[src/lzw12_pkg.sv]
`timescale 1ns / 1ps
package lzw12_pkg;

  localparam int DICT_ENTRIES   = 4096;
  localparam int MAX_STRING_LEN = 31;
  localparam int FIRST_FREE     = 256;
  localparam int CODE_W         = 12;
  localparam int NFC_W          = 13;
  localparam int LEN_W          = 5;
  localparam int HASH_W         = 13;
  localparam int SLOTS          = 8192;

  typedef struct packed {
    logic [7:0] data_byte;
    logic       end_of_stream;
  } lzw_item_t;

  typedef struct packed {
    logic [CODE_W-1:0] code;
    logic              final_code;
  } lzw_res_t;

  typedef struct packed {
    logic [CODE_W-1:0] prefix;
    logic [7:0]        data_byte;
    logic [HASH_W-1:0] slot;
  } lzw_dict_t;

  // fold the 20-bit key into a table slot
  function automatic logic [HASH_W-1:0] lzw_hash(input logic [CODE_W-1:0] prefix,
                                                 input logic [7:0] b);
    lzw_hash = {1'b0, prefix} ^ {b, 5'b0} ^ {5'b0, b};
  endfunction

endpackage

[src/lzw12_outq.sv]
`timescale 1ns / 1ps
module lzw12_outq
  import lzw12_pkg::*;
(
  input  logic     clk,
  input  logic     rst_n,
  input  logic     res_push,
  input  lzw_res_t res,
  output logic     space2,
  output logic     out_valid,
  input  logic     out_ready,
  output lzw_res_t out_res
);

  lzw_res_t   mem_r [4];
  logic [1:0] wr_ptr_r, wr_ptr_nxt;
  logic [1:0] rd_ptr_r, rd_ptr_nxt;
  logic [2:0] count_r, count_nxt;
  logic       pop;

  assign space2    = (count_r <= 3'd2);
  assign out_valid = (count_r != 3'd0);
  assign out_res   = mem_r[rd_ptr_r];
  assign pop       = out_valid && out_ready;

  always_comb begin
    wr_ptr_nxt = res_push ? wr_ptr_r + 2'd1 : wr_ptr_r;
    rd_ptr_nxt = pop ? rd_ptr_r + 2'd1 : rd_ptr_r;
    count_nxt  = count_r + {2'b0, res_push} - {2'b0, pop};
  end

  always_ff @(posedge clk) begin
    if (!rst_n) begin
      wr_ptr_r <= 2'd0;
      rd_ptr_r <= 2'd0;
      count_r  <= 3'd0;
    end else begin
      wr_ptr_r <= wr_ptr_nxt;
      rd_ptr_r <= rd_ptr_nxt;
      count_r  <= count_nxt;
    end
  end

  always_ff @(posedge clk) begin
    if (res_push) begin
      mem_r[wr_ptr_r] <= res;
    end
  end

  a_no_overflow: assert property (@(posedge clk) disable iff (!rst_n)
    res_push |-> (count_r != 3'd4 || pop))
    else $error("result queue overflow");

endmodule

[config.mk]
export PLATFORM = sky130hd
export DESIGN_NAME = lzw12_outq
export DESIGN_NICKNAME = d
export VERILOG_FILES = /design/src/lzw12_pkg.sv /design/src/lzw12_outq.sv
export SDC_FILE = /design/constraint.sdc
export NUM_CORES = 1
export LEC_CHECK = 0
export ABC_AREA = 0
export BUFFER_PORTS_ARGS = -buffer_cell sky130_fd_sc_hd__buf_2
export CAP_MARGIN = 15
export CORE_MARGIN = 2
export CORE_UTILIZATION = 55
export CTS_CLUSTER_DIAMETER = 80
export DETAILED_ROUTE_END_ITERATION = 8
export PLACE_DENSITY_LB_ADDON = 0.1
export SLEW_MARGIN = 5
export SYNTH_ARGS = -nofsm -noshare
export SYNTH_HDL_FRONTEND = slang
export SYNTH_SLANG_ARGS = --single-unit
[constraint.sdc]
create_clock -name clk -period 2.4 [get_ports clk]
set_clock_uncertainty 0.1 [all_clocks]
set_input_delay 0 -clock clk [delete_from_list [all_inputs] [get_ports clk]]
set_output_delay 0 -clock clk [all_outputs]
set_load 0.005 [all_outputs]
==> metrics.cfg <==
[status]
status = finished, final reports clean

[timing]
period_minus_slack_ps = 2150
clock.fmax_mhz = 465
period_share_pct = 89.6
maxSlewViolCount = 0
rsz0062_at_grt = no
finalSetupViolCount = 0
finalSetupTns_ps = 0
final_hold_viol_count = 0
worst_pin_slew_ps = 719
relSlewSlack_pct = 52.0

[drt]
first_pass_iters = 4
dr_wl_met3_um = 196
vias = 1232
wl_met2_um = 2180
wl_met1_um = 1700
routedWlPerCell_um = 18.2
viasPerCell = 5.40
ant_nets = 0
wl_um = 4150
drtIter0Drc = 76
drc = 0
routed.top_layer = met4

[worst_setup_path]
required_ps = 2520
slowest_delay_ps = 380
crit_path_end_kind = flip-flop
crit_fanout = 5
cpLargestDelayFamily = adder cells
path_cells = o31a_1 -> ha_1 -> inv_1 -> ha_1 -> inv_1 -> fa_1 -> xor2_1 -> and2_1
crit_buf_inv = 2
crit_arrival_ps = 2270
path_class = flip-flop to flip-flop
slowest_stage = o31a_1
start_kind = flip-flop

[cts]
cts_tree = done
cts_root_buffer = clkbuf_8
cts.path.max_buffers = 2
cts_buffers = 9
htreeDepth = 3
postCtsSetupBuffers = 0
numClockSinks = 61
insertion_delay_ps = 330
clkTransAtPathRegs_ps = 60

[grt]
grt_pass1_wl_um = 6560
gr-total-overflow = 0
grt_max_degree = 14
antenna_found_initial = 0
grt_pass1_vias = 1310
groute.usage.overall_pct = 19.4

[pwr]
p_leak_nw = 1.08
ir_worst_vdd_mv = 0.504
power.density_nw_per_um2 = 921

[synth]
synth_area_leaders = edfxtp_1, mux4_2, dfxtp_1
ys_ff_latch = 61
ys_seq_area_share_pct = 73.8
netlist.area_leader.share_pct = 66.1
syn_inst = 114
synth_area_um2 = 2360
yosysUniqueCellTypes = 19
synth_common_cells = edfxtp_1, mux4_2, dfxtp_1
synth_nets = 139
avgSynthCellArea_um2 = 20.7
synth_most_common_cell = edfxtp_1
synth-async-reset-ratio_pct = 0
synth_edf_count = 52
yosys_warnings = 0
synth_top_area_cell = edfxtp_1
synth-main-ff-cell = edfxtp_1

[layout]
diodes = 0
drive_gt1_share_pct = 31.5
area_delta_synth_final_pct = 24.2
fill_cells = 247
nets = 198
fin_area_um2 = 2930

[place]
gp_congestion = 0.664
dpl_cell_area_um2 = 2580
dp_hpwl_um = 2740
numPortBuffers = 31

[die]
rows = 23
initial_core_util_pct = 58.2
ios = 32
die_area_um2 = 4830
die_h_um = 69.5
die_w_um = 69.5
coreArea_um2 = 4060

[flow_run]
maxCapViolCount = 0

[min_path]
holdCritPathClass = primary input to flip-flop

sequential cells by signal, indices dropped and copies added, names as in the netlist, named ones only:
name	flops
wr_ptr_r	2
mem_r	52
rd_ptr_r	2
count_r	3
layout by cell type, fill, tap and decap left out:
cell type	instances
edfxtp_1	52
buf_2	31
dlygate4sd3_1	16
mux4_2	10
clkbuf_8	10
dfxtp_1	9
inv_1	7
and2_1	7
ha_1	7
mux2i_1	4
clkbuf_1	4
mux4_1	3
buf_4	3
nor2b_1	2
xor2_1	2
nand2_1	2
nand2b_1	2
o31a_1	1
nand3_1	1
a31o_2	1
o311ai_0	1
fa_1	1
bufinv_16	1
clkinv_1	1
cells by family (layout without fill, tap and decap cells):
group	after synthesis	after routing	share of synthesized area [%]
buffers and inverters	9	73	1.80
muxes	17	17	14.6
xor gates and xnor gates	2	2	0.742
and+or+nand+nor	14	14	3.44
AOI/OAI and AO/OA	3	3	1.11
DFF	61	61	73.8
adders and majority gates	8	8	4.56
per-stage QoR:
step	instances	hold WS, ps	utilization [%]	worst slack [ps]	power [W]
after global routing	228	320	72.2	174	0.00282
after CTS	228	301	72.2	247	0.00271
after floorplan	114	-1.13	-	366	0.00165
final	228	314	72.2	250	0.00270
after global placement	196	109	63.7	331	0.00180
after detailed placement	196	115	63.7	256	0.00185
power breakdown:
group          leakage (nW)  internal [W]  switching, W
logic                 0.439      0.000302      0.000247
clock network        0.0923      0.000506      0.000355
registers             0.552       0.00124     0.0000526
timing repair:
action / in CTS / in global routing
gates resized for setup: 0 / 0
endpoints found under the hold margin: 61 / 0
hold buffers: 16 / 0
metal layers:
metal  vias up  GRT usage [%]
met5         -              0
met4         0           10.5
met3         8           5.52
met2        37           32.8
li1        566              -
met1       621           22.3
path summary, 6_finish.rpt:
| kind | start | end | slack [ps] | cells past startpoint |
|---|---|---|---|---|
| setup reg to reg | count_r[1] | count_r[2] | 250 | 8 |
| hold reg to reg | rd_ptr_r[1] | flip-flop | 400 | 2 |
| hold / removal | res[9] | mem_r[1][9] | 310 | 2 |
| setup / recovery | count_r[1] | count_r[2] | 250 | 8 |
area by class of cell:
type / count / area (um2) / share of cell area, %
clock inverters: 2 / 33.8 / 1.15
repair buffers: 50 / 338 / 11.5
multi-input cells: 44 / 577 / 19.7
well taps: 50 / 62.6 / 2.13
flip-flops and latches: 61 / 1740 / 59.4
inverters: 7 / 26.3 / 0.896
clock buffers: 14 / 153 / 5.21
worst register-to-register path, delay by kind of cell, from the launching register on:
family / cells / cell delay (ps)
adder cells (fa/ha/maj): 3 / 790
AO/OA/AOI/OAI: 1 / 380
flip-flops: 1 / 360
XOR/XNOR: 1 / 170
AND/OR/NAND/NOR: 1 / 150
buffers and inverters: 2 / 110
(Power assumes the default switching activity.)
