**config.mk**
```make
export PLATFORM = sky130hd
export DESIGN_NAME = lzw12_front
export DESIGN_NICKNAME = d
export VERILOG_FILES = /design/src/lzw12_pkg.sv /design/src/lzw12_front.sv
export SDC_FILE = /design/constraint.sdc
export NUM_CORES = 1
export LEC_CHECK = 0
export ABC_AREA = 0
export BUFFER_PORTS_ARGS = -buffer_cell sky130_fd_sc_hd__buf_2
export CORE_AREA = 4 4 50 52
export CTS_CLUSTER_SIZE = 12
export DETAILED_ROUTE_END_ITERATION = 12
export DIE_AREA = 0 0 54 56
export HOLD_SLACK_MARGIN = 0.02
export PLACE_DENSITY = 0.7
export REMOVE_ABC_BUFFERS = 1
export SYNTH_ARGS = -nofsm -noshare
export SYNTH_HDL_FRONTEND = slang
export SYNTH_SLANG_ARGS = --single-unit
```
**constraint.sdc**
```tcl
create_clock -name clk -period 1.5 [get_ports clk]
set_clock_uncertainty 0.1 [all_clocks]
set_input_delay 0.075 -clock clk [delete_from_list [all_inputs] [get_ports clk]]
set_output_delay 0.075 -clock clk [all_outputs]
set_load 0.005 [all_outputs]
```
**src/lzw12_pkg.sv**
```systemverilog
`timescale 1ns / 1ps
package lzw12_pkg;

  localparam int DICT_ENTRIES   = 4096;
  localparam int MAX_STRING_LEN = 31;
  localparam int FIRST_FREE     = 256;
  localparam int CODE_W         = 12;
  localparam int NFC_W          = 13;
  localparam int LEN_W          = 5;
  localparam int HASH_W         = 13;
  localparam int SLOTS          = 8192;

  typedef struct packed {
    logic [7:0] data_byte;
    logic       end_of_stream;
  } lzw_item_t;

  typedef struct packed {
    logic [CODE_W-1:0] code;
    logic              final_code;
  } lzw_res_t;

  typedef struct packed {
    logic [CODE_W-1:0] prefix;
    logic [7:0]        data_byte;
    logic [HASH_W-1:0] slot;
  } lzw_dict_t;

  // fold the 20-bit key into a table slot
  function automatic logic [HASH_W-1:0] lzw_hash(input logic [CODE_W-1:0] prefix,
                                                 input logic [7:0] b);
    lzw_hash = {1'b0, prefix} ^ {b, 5'b0} ^ {5'b0, b};
  endfunction

endpackage

```
**src/lzw12_front.sv**
```systemverilog
`timescale 1ns / 1ps
module lzw12_front
  import lzw12_pkg::*;
(
  input  logic      clk,
  input  logic      rst_n,
  input  logic      in_valid,
  output logic      in_ready,
  input  lzw_item_t in_item,
  output logic      item_valid,
  output lzw_item_t item,
  input  logic      item_pop
);

  lzw_item_t  mem_r [2];
  logic       wr_ptr_r, wr_ptr_nxt;
  logic       rd_ptr_r, rd_ptr_nxt;
  logic [1:0] count_r, count_nxt;
  logic       push;
  logic       pop;

  assign in_ready   = (count_r != 2'd2);
  assign item_valid = (count_r != 2'd0);
  assign item       = mem_r[rd_ptr_r];
  assign push       = in_valid && in_ready;
  assign pop        = item_pop && item_valid;

  always_comb begin
    wr_ptr_nxt = push ? ~wr_ptr_r : wr_ptr_r;
    rd_ptr_nxt = pop ? ~rd_ptr_r : rd_ptr_r;
    count_nxt  = count_r + {1'b0, push} - {1'b0, pop};
  end

  always_ff @(posedge clk) begin
    if (!rst_n) begin
      wr_ptr_r <= 1'b0;
      rd_ptr_r <= 1'b0;
      count_r  <= 2'd0;
    end else begin
      wr_ptr_r <= wr_ptr_nxt;
      rd_ptr_r <= rd_ptr_nxt;
      count_r  <= count_nxt;
    end
  end

  always_ff @(posedge clk) begin
    if (push) begin
      mem_r[wr_ptr_r] <= in_item;
    end
  end

endmodule

```
==> summary.md, run 1 <==
| Metric | Value |
|---|---|
| Clock Path Buffers | `2` |
| Post-Syn Instances | `52` |
| Top-count cell post-synth | `edfxtp_1` |
| Area delta synth->final | `44.4%` |
| GRT Total Usage | `0.105` |
| Failing checks | `negative setup slack` |
| Die X | `54 um` |
| GP Congestion | `approximately 0.64` |
| Final hold violation count | `0` |
| Filler-free cell count of the finished design | `between 100 and 150` |
| CTS buffer count | `3` |
| Final min period | `~1.6 ns` |
| Top cells by area, synth | `edfxtp_1 (61%), mux2_2 (11%), dfxtp_1 (11%), xnor2_1 (3.0%), ha_1 (2.8%)` |
| Die Area | `between 0.003 and 0.004 mm2` |
| Detailed Routing Iterations Pass 1 | `2` |
| ANT cells | `0` |
| Worst Setup Start Kind | `flip-flop` |
| Pwr/cell area | `roughly 1400 mW/mm2` |
| CTS tree | `done` |
| Number of synthesized flops with an enable pin | `18` |
| #FFs+latches synth | `23` |
| Final setup viols | `1` |
| Synth cell count leaders | `edfxtp_1 (18), mux2_2 (9), dfxtp_1 (5), xnor2_1 (3)` |
| Global-route wire length before repair | `between 2000 and 2500 um` |
| Fmax | `0.627 GHz` |
| PortBufs | `23` |
| Routed Antenna Nets | `0` |
| Worst Hold Class | `in -> reg` |
| Top Ports | `24` |
| Global route overflow | `0` |
| Sequential fraction of the synthesis area | `0.726` |
| Nets@finish | `112` |
| Routed via count | `~550` |
| Post-Syn Area | `between 800 and 900 um2` |
| Synth Flop Type | `edfxtp_1` |
| Overall Power | `between 1.5 and 2 mW` |
| Least-Margin Pin Slew | `0.218 ns` |
| Detailed placer's ending HPWL | `988 um` |
| RSZ-0062 raised after global routing | `yes` |
| CP Max Fanout | `4` |
| Via/cell ratio | `between 4 and 5` |
| Drt drc | `0` |
| Lkg Pwr | `0.503 nW` |
| Total wire length | `1470 um` |
| CTS clk-pin slew, worst paths | `roughly 0.12 ns` |
| Worst EP required | `approximately 1.6 ns` |
| Worst vdd ir | `0.848 mV` |
| Status | `finished, violations left` |
| Largest net degree at the start of global routing | `13` |
| Placed insts | `about 110` |
| Starting density of the core | `0.419` |
| Synth top area share | `0.613` |
| Worst skew pair latency | `roughly 0.30 ns` |
| Cell variety after synth | `16` |
| Vias in the first global route | `a little under 600` |
| Mean Syn Cell Area | `around 17 um2` |
| WL/cell | `approximately 12 um` |
| Slew headroom | `0.855` |
| Setup CP Type | `reg -> reg` |
| H-tree levels | `1` |
| Share of layout cells above drive strength 1 | `0.563` |
| Max-Cap Viols | `0` |
| Crit path DAT | `roughly 1.7 ns` |
| CTS root buffer | `clkbuf_4` |
| Core footprint | `between 0.002 and 0.0025 mm2` |
| Internal reg-to-reg setup slack | `-0.09 ns` |
| Chip height | `56 um` |
| Synth warnings | `0` |
| Row cnt | `17` |
| Max-slew violation count | `0` |
| Critical Path Sink Type | `flip-flop` |
| Tcrit/Tclk final | `1.06` |
| Ys async rst share | `0` |
| Starting DRT DRC Count | `3` |
| Final Worst Setup Slack | `-0.0947 ns` |
| Initial antenna violation count | `0` |
| Clock Sink Count | `23` |
| Synth area leader | `edfxtp_1` |
state kept, by name, indices dropped and copies added (netlist names), named ones only:
signal	flops
wr_ptr_r	1
count_r	2
mem_r	18
rd_ptr_r	1
placed cells by master (no fill, tap or decap), drive strengths merged:
cell / synthesis / routed
nand2b: 2 / 2
and2: 2 / 2
mux2i: 1 / 1
dfxtp: 5 / 5
o21a: 1 / 1
nor2b: 2 / 2
clkbuf: 0 / 4
nor2: 1 / 1
edfxtp: 18 / 18
and3: 1 / 1
buf: 1 / 31
inv: 1 / 1
xnor2: 3 / 3
dlygate4sd3: 0 / 10
ha: 2 / 2
mux2: 9 / 9
or2: 1 / 1
nand2: 2 / 2
report_power, final:
part | internal (mW) | switching (mW)
Combinational | 0.410 | 0.246
Sequential | 0.820 | 0.0803
Clock | 0.103 | 0.164
critical path: stages, from the launching register on:
cell and delay (ns):
dfxtp_4 0.38, o21a_4 0.20, ha_4 0.26, inv_2 0.03
ha_4 0.15, xnor2_2 0.12, xnor2_1 0.12, and2_1 0.13
path summary, 6_finish.rpt:
check | startpoint | end | cells past startpoint
max | count_r[1] | count_r[1] | 7
min | in_valid | wr_ptr_r | 4
max reg2reg | count_r[1] | count_r[1] | 7
min reg2reg | wr_ptr_r | wr_ptr_r | 2
metal layers:
metal	vias up	track usage	routed length, um
met1	254	0.107	576
li1	278	-	-
met3	2	0.0268	96
met2	18	0.199	782
met4	0	0.0320	19
met5	-	0	0
area by class of cell:
type                    count  area [um2]
fillers                   177         832
flip-flops and latches     23         647
multi-input cells          27         287
repair buffers             41         275
well taps                  28        35.0
clock buffers               4        26.3
inverters                   1        3.75
metrics by stage:
stage           util  cell area (um2)  setup TNS, ns  hold WS (ns)  setup WS, ns
4_1_cts        0.599             1260        -0.0949        0.0797       -0.0949
3_3_place_gp   0.509             1070         -0.148         0.164        -0.148
6_report       0.605             1270        -0.0947        0.0829       -0.0947
5_1_grt        0.605             1270         -0.147        0.0761        -0.147
2_1_floorplan      -              877         -0.157        0.0739        -0.157
3_5_place_dp   0.509             1070         -0.173         0.166        -0.173
timing repair:
action	CTS	global route
endpoints found under the hold margin	23	0
hold buffers	10	0
buffers inserted	1	1
pin swaps	5	2
setup endpoints to repair	11	1
resized for setup	12	1
cell families (layout without fill, tap and decap cells):
kind of cell    after synthesis  after routing  synth area share
compound gates                1              1           0.00993
xor+xnor                      3              3            0.0298
fa+ha+maj                     2              2            0.0284
buf+inv                       2             46           0.00992
flops                        23             23             0.726
mux                          10             10             0.126
simple gates                 11             11            0.0695
(Power assumes the default switching activity.)
==> inputs of run 2 (changes only) <==
- CORE_AREA: 4 4 50 52 -> 4 4 48 50
- DIE_AREA: 0 0 54 56 -> 0 0 52 54
- PLACE_DENSITY: 0.7 -> 0.72
- RECOVER_POWER: default -> 100
- clock period: 1.5 -> 1.7 ns (I/O delays scaled with it)
==> run 2 against run 1 <==
Effect of this change: the flow now finishes without violations; largest cell class unchanged; wire length about the same; design area decreased by 4.7%; sequential share of layout area increased by 2.4 points; final cell count decreased by 2.4%; fmax decreased by 3.2%; die area decreased by 7.1%.
==> summary.md, run 2 (synthesis gave the netlist of run 1 again) <==
| Metric | Value |
|---|---|
| Core footprint | `between 0.0015 and 0.002 mm2` |
| Detailed Routing Iterations Pass 1 | `3` |
| Die Area | `0.00281 mm2` |
| WL/cell | `12.2 um` |
| Initial antenna violation count | `0` |
| ANT cells | `0` |
| Final hold violation count | `0` |
| Slew headroom | `0.746` |
| GP Congestion | `approximately 0.62` |
| Switching power | `between 0.3 and 0.4 mW` |
| Die X | `between 50 and 60 um` |
| Detailed placer's ending HPWL | `around 1000 um` |
| H-tree levels | `1` |
| Pwr/cell area | `approximately 1200 mW/mm2` |
| Starting density of the core | `0.464` |
| Fmax | `approximately 0.61 GHz` |
| Top reg by flops | `mem_r` |
| Chip height | `54 um` |
| GRT Total Usage | `0.124` |
| Global-route wire length before repair | `around 2400 um` |
| Seq pwr share | `0.522` |
| CTS clk-pin slew, worst paths | `between 0.1 and 0.15 ns` |
| Fillers | `approximately 160` |
| Final core occ | `0.638` |
| Worst skew pair latency | `roughly 0.30 ns` |
| Critical Path Sink Type | `flip-flop` |
| Area of the multi-input gates | `~250 um2` |
| Vias in the first global route | `563` |
| Commonest non-fill, non-tap cells in the layout | `buf_2 (18), edfxtp_1 (18), dlygate4sd3_1 (10)` |
| Worst EP required | `around 1.8 ns` |
| Worst Hold Class | `in -> reg` |
| Max-Cap Viols | `0` |
| Internal power | `roughly 1.1 mW` |
| Crit path DAT | `1.75 ns` |
| Filler-free cell count of the finished design | `approximately 120` |
| Routed Antenna Nets | `0` |
| Setup CP Type | `reg -> reg` |
| Combinational share of power | `0.322` |
| Top Ports | `24` |
| Routed via count | `554` |
| Worst Setup Start Kind | `flip-flop` |
| Share of layout cells above drive strength 1 | `0.457` |
| CTS root buffer | `clkbuf_4` |
| Largest regs | `mem_r: 18 flops, count_r: 2 flops` |
| Clock Sink Count | `23` |
| Total wire length | `between 1000 and 1500 um` |
| Final min period | `around 1.6 ns` |
| Reg area | `about 650 um2` |
| Lkg Pwr | `0.479 nW` |
| Tcrit/Tclk final | `0.969` |
| PortBufs | `23` |
| Starting DRT DRC Count | `14` |
| Placed insts | `around 110` |
| Drt drc | `0` |
| Overall Power | `approximately 1.5 mW` |
| CTS tree | `done` |
| Largest register FFs | `18` |
| CP Max Fanout | `3` |
| Nets@finish | `110` |
| Clock power frac | `0.157` |
| Least-Margin Pin Slew | `0.381 ns` |
| Row cnt | `16` |
| Max-slew violation count | `0` |
| Largest net degree at the start of global routing | `14` |
| CTS buffer count | `3` |
| Area delta synth->final | `37.6%` |
| Global route overflow | `0` |
| Sw Ratio | `0.264` |
| Clock Path Buffers | `2` |
| Status | `finished clean` |
| Worst vdd ir | `about 0.8 mV` |
| Final setup viols | `0` |
| Via/cell ratio | `approximately 4.6` |
[run 2: cell types whose count changed in the layout (fill, tap and decap cells not counted), sizes merged]
cell,before,now
buf,31,24
clkinv,0,1
clkbuf,4,8
[run 2: cell type report]
cell class                 count  share of cell area
sequential                    23               0.532
multi-input combinational     27               0.205
clock inverter                 1             0.00412
timing repair buffer          39               0.209
clock buffer                   3              0.0186
tap                           27              0.0278
inverter                       1             0.00309
[run 2: timing repair]
| item | CTS | global route |
|---|---|---|
| setup endpoints to repair | 1 | 1 |
| gates resized for setup | 1 | 5 |
| hold buffers | 10 | 0 |
| setup buffers | 0 | 2 |
| hold endpoints to repair | 23 | 0 |
[run 2: per-layer routing]
metal,GRT usage,share of wire,vias to the layer above
li1,-,-,273
met1,0.138,0.39,263
met2,0.205,0.53,14
met3,0.0249,0.045,4
met4,0.105,0.025,0
met5,0,0,-
[run 2: through the flow]
step	TNS, ns	cell area, um2	worst slack [ns]	hold WS, ns
after floorplan	0	877	0.0426	0.0839
after global placement	0	1060	0.0306	0.174
after detailed placement	0	1060	0.00746	0.177
after CTS	0	1180	0.0212	0.0686
after global routing	-0.00577	1210	-0.00577	0.0774
final	0	1210	0.0534	0.0770
[run 2: power by group through the flow]
stage | clock network [mW] | logic, mW | registers, mW
after floorplan | 0 | 0.262 | 0.774
after global placement | 0 | 0.412 | 0.789
after detailed placement | 0 | 0.421 | 0.794
after CTS | 0.254 | 0.442 | 0.783
after global routing | 0.288 | 0.549 | 0.799
final | 0.237 | 0.486 | 0.789
[run 2: worst paths after layout]
check	from	endpoint	slack, ns	cells after the start
min	in_valid	wr_ptr_r	0.08	4
min reg2reg	wr_ptr_r	wr_ptr_r	0.40	2
max	count_r[1]	count_r[1]	0.05	7
max reg2reg	count_r[1]	count_r[1]	0.05	7
[run 2: critical path: stages, from the launching register on]
cell,delay (ns)
dfxtp_4,0.38
o21a_4,0.22
ha_1,0.27
inv_1,0.04
ha_2,0.16
xnor2_1,0.13
xnor2_1,0.12
and2_1,0.14
==> inputs of run 3 (changes only) <==
--- a/config.mk
+++ b/config.mk
@@ -9,8 +9,10 @@
 export BUFFER_PORTS_ARGS = -buffer_cell sky130_fd_sc_hd__buf_2
-export CORE_AREA = 4 4 48 50
+export CELL_PAD_IN_SITES_DETAIL_PLACEMENT = 1
+export CELL_PAD_IN_SITES_GLOBAL_PLACEMENT = 2
+export CORE_AREA = 4 4 54 56
 export CTS_CLUSTER_SIZE = 12
 export DETAILED_ROUTE_END_ITERATION = 12
-export DIE_AREA = 0 0 52 54
+export DIE_AREA = 0 0 58 60
 export HOLD_SLACK_MARGIN = 0.02
-export PLACE_DENSITY = 0.72
+export PLACE_DENSITY_LB_ADDON = 0.1
 export RECOVER_POWER = 100
==> constraint.sdc (replaced) <==
create_clock -name clk -period 1.9 [get_ports clk]
set_clock_uncertainty 0.1 [all_clocks]
set_input_delay 0.19 -clock clk [delete_from_list [all_inputs] [get_ports clk]]
set_output_delay 0.19 -clock clk [all_outputs]
set_load 0.005 [all_outputs]
==> run 3 against run 2 <==
Effect of this change: sequential power fell by 12%; core utilization shrank 17 points; first-iteration DRC count is 71% lower; clock-buffer cell count up 1; worst setup slack improved by 0.10 ns; combinational power down 27%; critical path depth rose by 1; die area up 24%; sequential share of layout area rose by 3.2 points; flip-flop and latch count unchanged; design area shrank 6.4%; global-route usage fell by 3.6 points; critical path type unchanged; largest cell class unchanged.
==> summary.md, run 3 (synthesis gave the netlist of run 1 again) <==
| Metric | Value |
|---|---|
| # hold bufs at CTS | `9` |
| Critical Path Sink Type | `flip-flop` |
| CTS tree | `done` |
| Tcrit/Tclk final | `0.918` |
| Core footprint | `roughly 0.0024 mm2` |
| Filler-free cell count of the finished design | `~120` |
| Worst vdd ir | `about 0.50 mV` |
| CTS buffer count | `3` |
| Clock Sink Count | `23` |
| Post-CTS Setup Inserts | `0` |
| GP Congestion | `between 0.6 and 0.7` |
| Worst EP required | `approximately 2 ns` |
| Lkg Pwr | `about 0.42 nW` |
| Routed wl met3 | `about 100 um` |
| Total wire length | `between 1000 and 1500 um` |
| Detailed Routing Iterations Pass 1 | `2` |
| Crit path DAT | `between 1.5 and 2 ns` |
| Slew headroom | `0.640` |
| Fmax | `approximately 0.57 GHz` |
| Area delta synth->final | `28.8%` |
| Commonest non-fill, non-tap cells in the layout | `edfxtp_1 (18), clkbuf_1 (13), buf_2 (12)` |
| Global-route wire length before repair | `between 2000 and 2500 um` |
| Crit-path max cell delay | `0.39 ns` |
| Row cnt | `18` |
| Least-Margin Pin Slew | `around 0.54 ns` |
| Routed via count | `511` |
| Final hold violation count | `0` |
| Max-slew violation count | `0` |
| Internal reg-to-reg setup slack | `approximately 0.16 ns` |
| Nets@finish | `roughly 100` |
| Die Area | `0.00348 mm2` |
| Die X | `~58 um` |
| Fillers | `approximately 260` |
| Post-cts sizing count | `0` |
| PortBufs | `23` |
| Top Ports | `24` |
| CP max-delay cell | `dfxtp_1` |
| CTS clk-pin slew, worst paths | `between 0.1 and 0.15 ns` |
| Worst hold path endpoint | `count_r[1]` |
| Worst-case reg-to-reg path depth | `8` |
| Worst skew pair latency | `about 0.29 ns` |
| Final setup viols | `0` |
| Starting DRT DRC Count | `4` |
| Via/cell ratio | `between 4 and 5` |
| Final min period | `roughly 1.7 ns` |
| Initial antenna violation count | `0` |
| Most common cell after layout, fill and taps aside | `edfxtp_1` |
| Min-delay src | `rst_n` |
| Worst-path cell chain | `nand2b_1, nand2_1, ha_1, inv_1, ha_1, xnor2_1, xnor2_1, and2_1` |
| Clock Path Buffers | `2` |
| RSZ-0062 raised after global routing | `no` |
| Largest net degree at the start of global routing | `13` |
| H-tree levels | `1` |
| Routed met1 length | `~620 um` |
| Routed Antenna Nets | `0` |
| Starting density of the core | `0.363` |
| Fin Setup TNS | `0 ns` |
| Largest register FFs | `18` |
| Placed insts | `roughly 110` |
| CTS root buffer | `clkbuf_4` |
| WL met2 | `710 um` |
| Pwr/cell area | `about 1100 mW/mm2` |
| GRT Total Usage | `0.0879` |
| Max-Cap Viols | `0` |
| Status | `finished clean` |
| Highest metal used | `met3` |
| Worst r2r src | `count_r[0]` |
| Vias in the first global route | `530` |
| Share of layout cells above drive strength 1 | `0.295` |
| WL/cell | `between 10 and 15 um` |
| Hold depth | `2` |
| Worst Hold Class | `in -> reg` |
| Drt drc | `0` |
| Worst Setup Start Kind | `flip-flop` |
| Chip height | `~60 um` |
| Worst reg2reg path endpoint | `count_r[1]` |
| Top reg by flops | `mem_r` |
| ANT cells | `0` |
| Setup CP Type | `reg -> reg` |
| CP Max Fanout | `4` |
| Largest regs | `mem_r: 18 flops, count_r: 2 flops` |
| Detailed placer's ending HPWL | `approximately 1100 um` |
| Global route overflow | `0` |
==> run 3: layer usage <==
layer / vias up / track usage
met5: - / 0
met4: 0 / 0.0199
met3: 0 / 0.0281
met2: 15 / 0.145
met1: 237 / 0.113
li1: 259 / -
==> run 3: metrics by stage <==
step                area [um2]  setup WS [ns]  hold slack (ns)  utilization  total power [mW]
floorplan                  877          0.243            0.189            -             0.927
global placement          1040          0.188            0.278        0.426              1.07
detailed placement        1040          0.149            0.282        0.426              1.07
CTS                       1150          0.132           0.0698        0.474              1.30
global route              1140        0.00633           0.0754        0.467              1.36
finish                    1140          0.155           0.0714        0.467              1.26
==> run 3: how the worst max path moves through the flow <==
stage	startpoint	endpoint	slack [ns]
detailed placement	count_r[0]	count_r[1]	0.15
CTS	count_r[0]	count_r[1]	0.13
global route	count_r[0]	count_r[1]	0.006
floorplan	count_r[0]	count_r[1]	0.24
global placement	count_r[0]	count_r[1]	0.19
finish	count_r[0]	count_r[1]	0.16
==> run 3: worst max-delay path: cells and delay by family, from the launching register on <==
kind	cells	cell delay (ns)
and+or+nand+nor	3	0.42
adders and majority gates	2	0.47
DFF	1	0.39
xor gates and xnor gates	2	0.25
buffers and inverters	1	0.04
==> run 3: area by class of cell <==
cell class | instances | area [um2] | share of cell area
flip-flops and latches | 23 | 641 | 0.564
multi-input cells | 27 | 233 | 0.205
repair buffers | 33 | 195 | 0.172
well taps | 30 | 37.5 | 0.0330
clock buffers | 4 | 26.3 | 0.0231
inverters | 1 | 3.75 | 0.00330
==> run 3: power breakdown <==
group / switching, mW / leakage (nW) / internal [mW]
logic: 0.148 / 0.200 / 0.208
registers: 0.0575 / 0.210 / 0.640
clock network: 0.128 / 0.0150 / 0.0815
total: 0.333 / 0.424 / 0.929
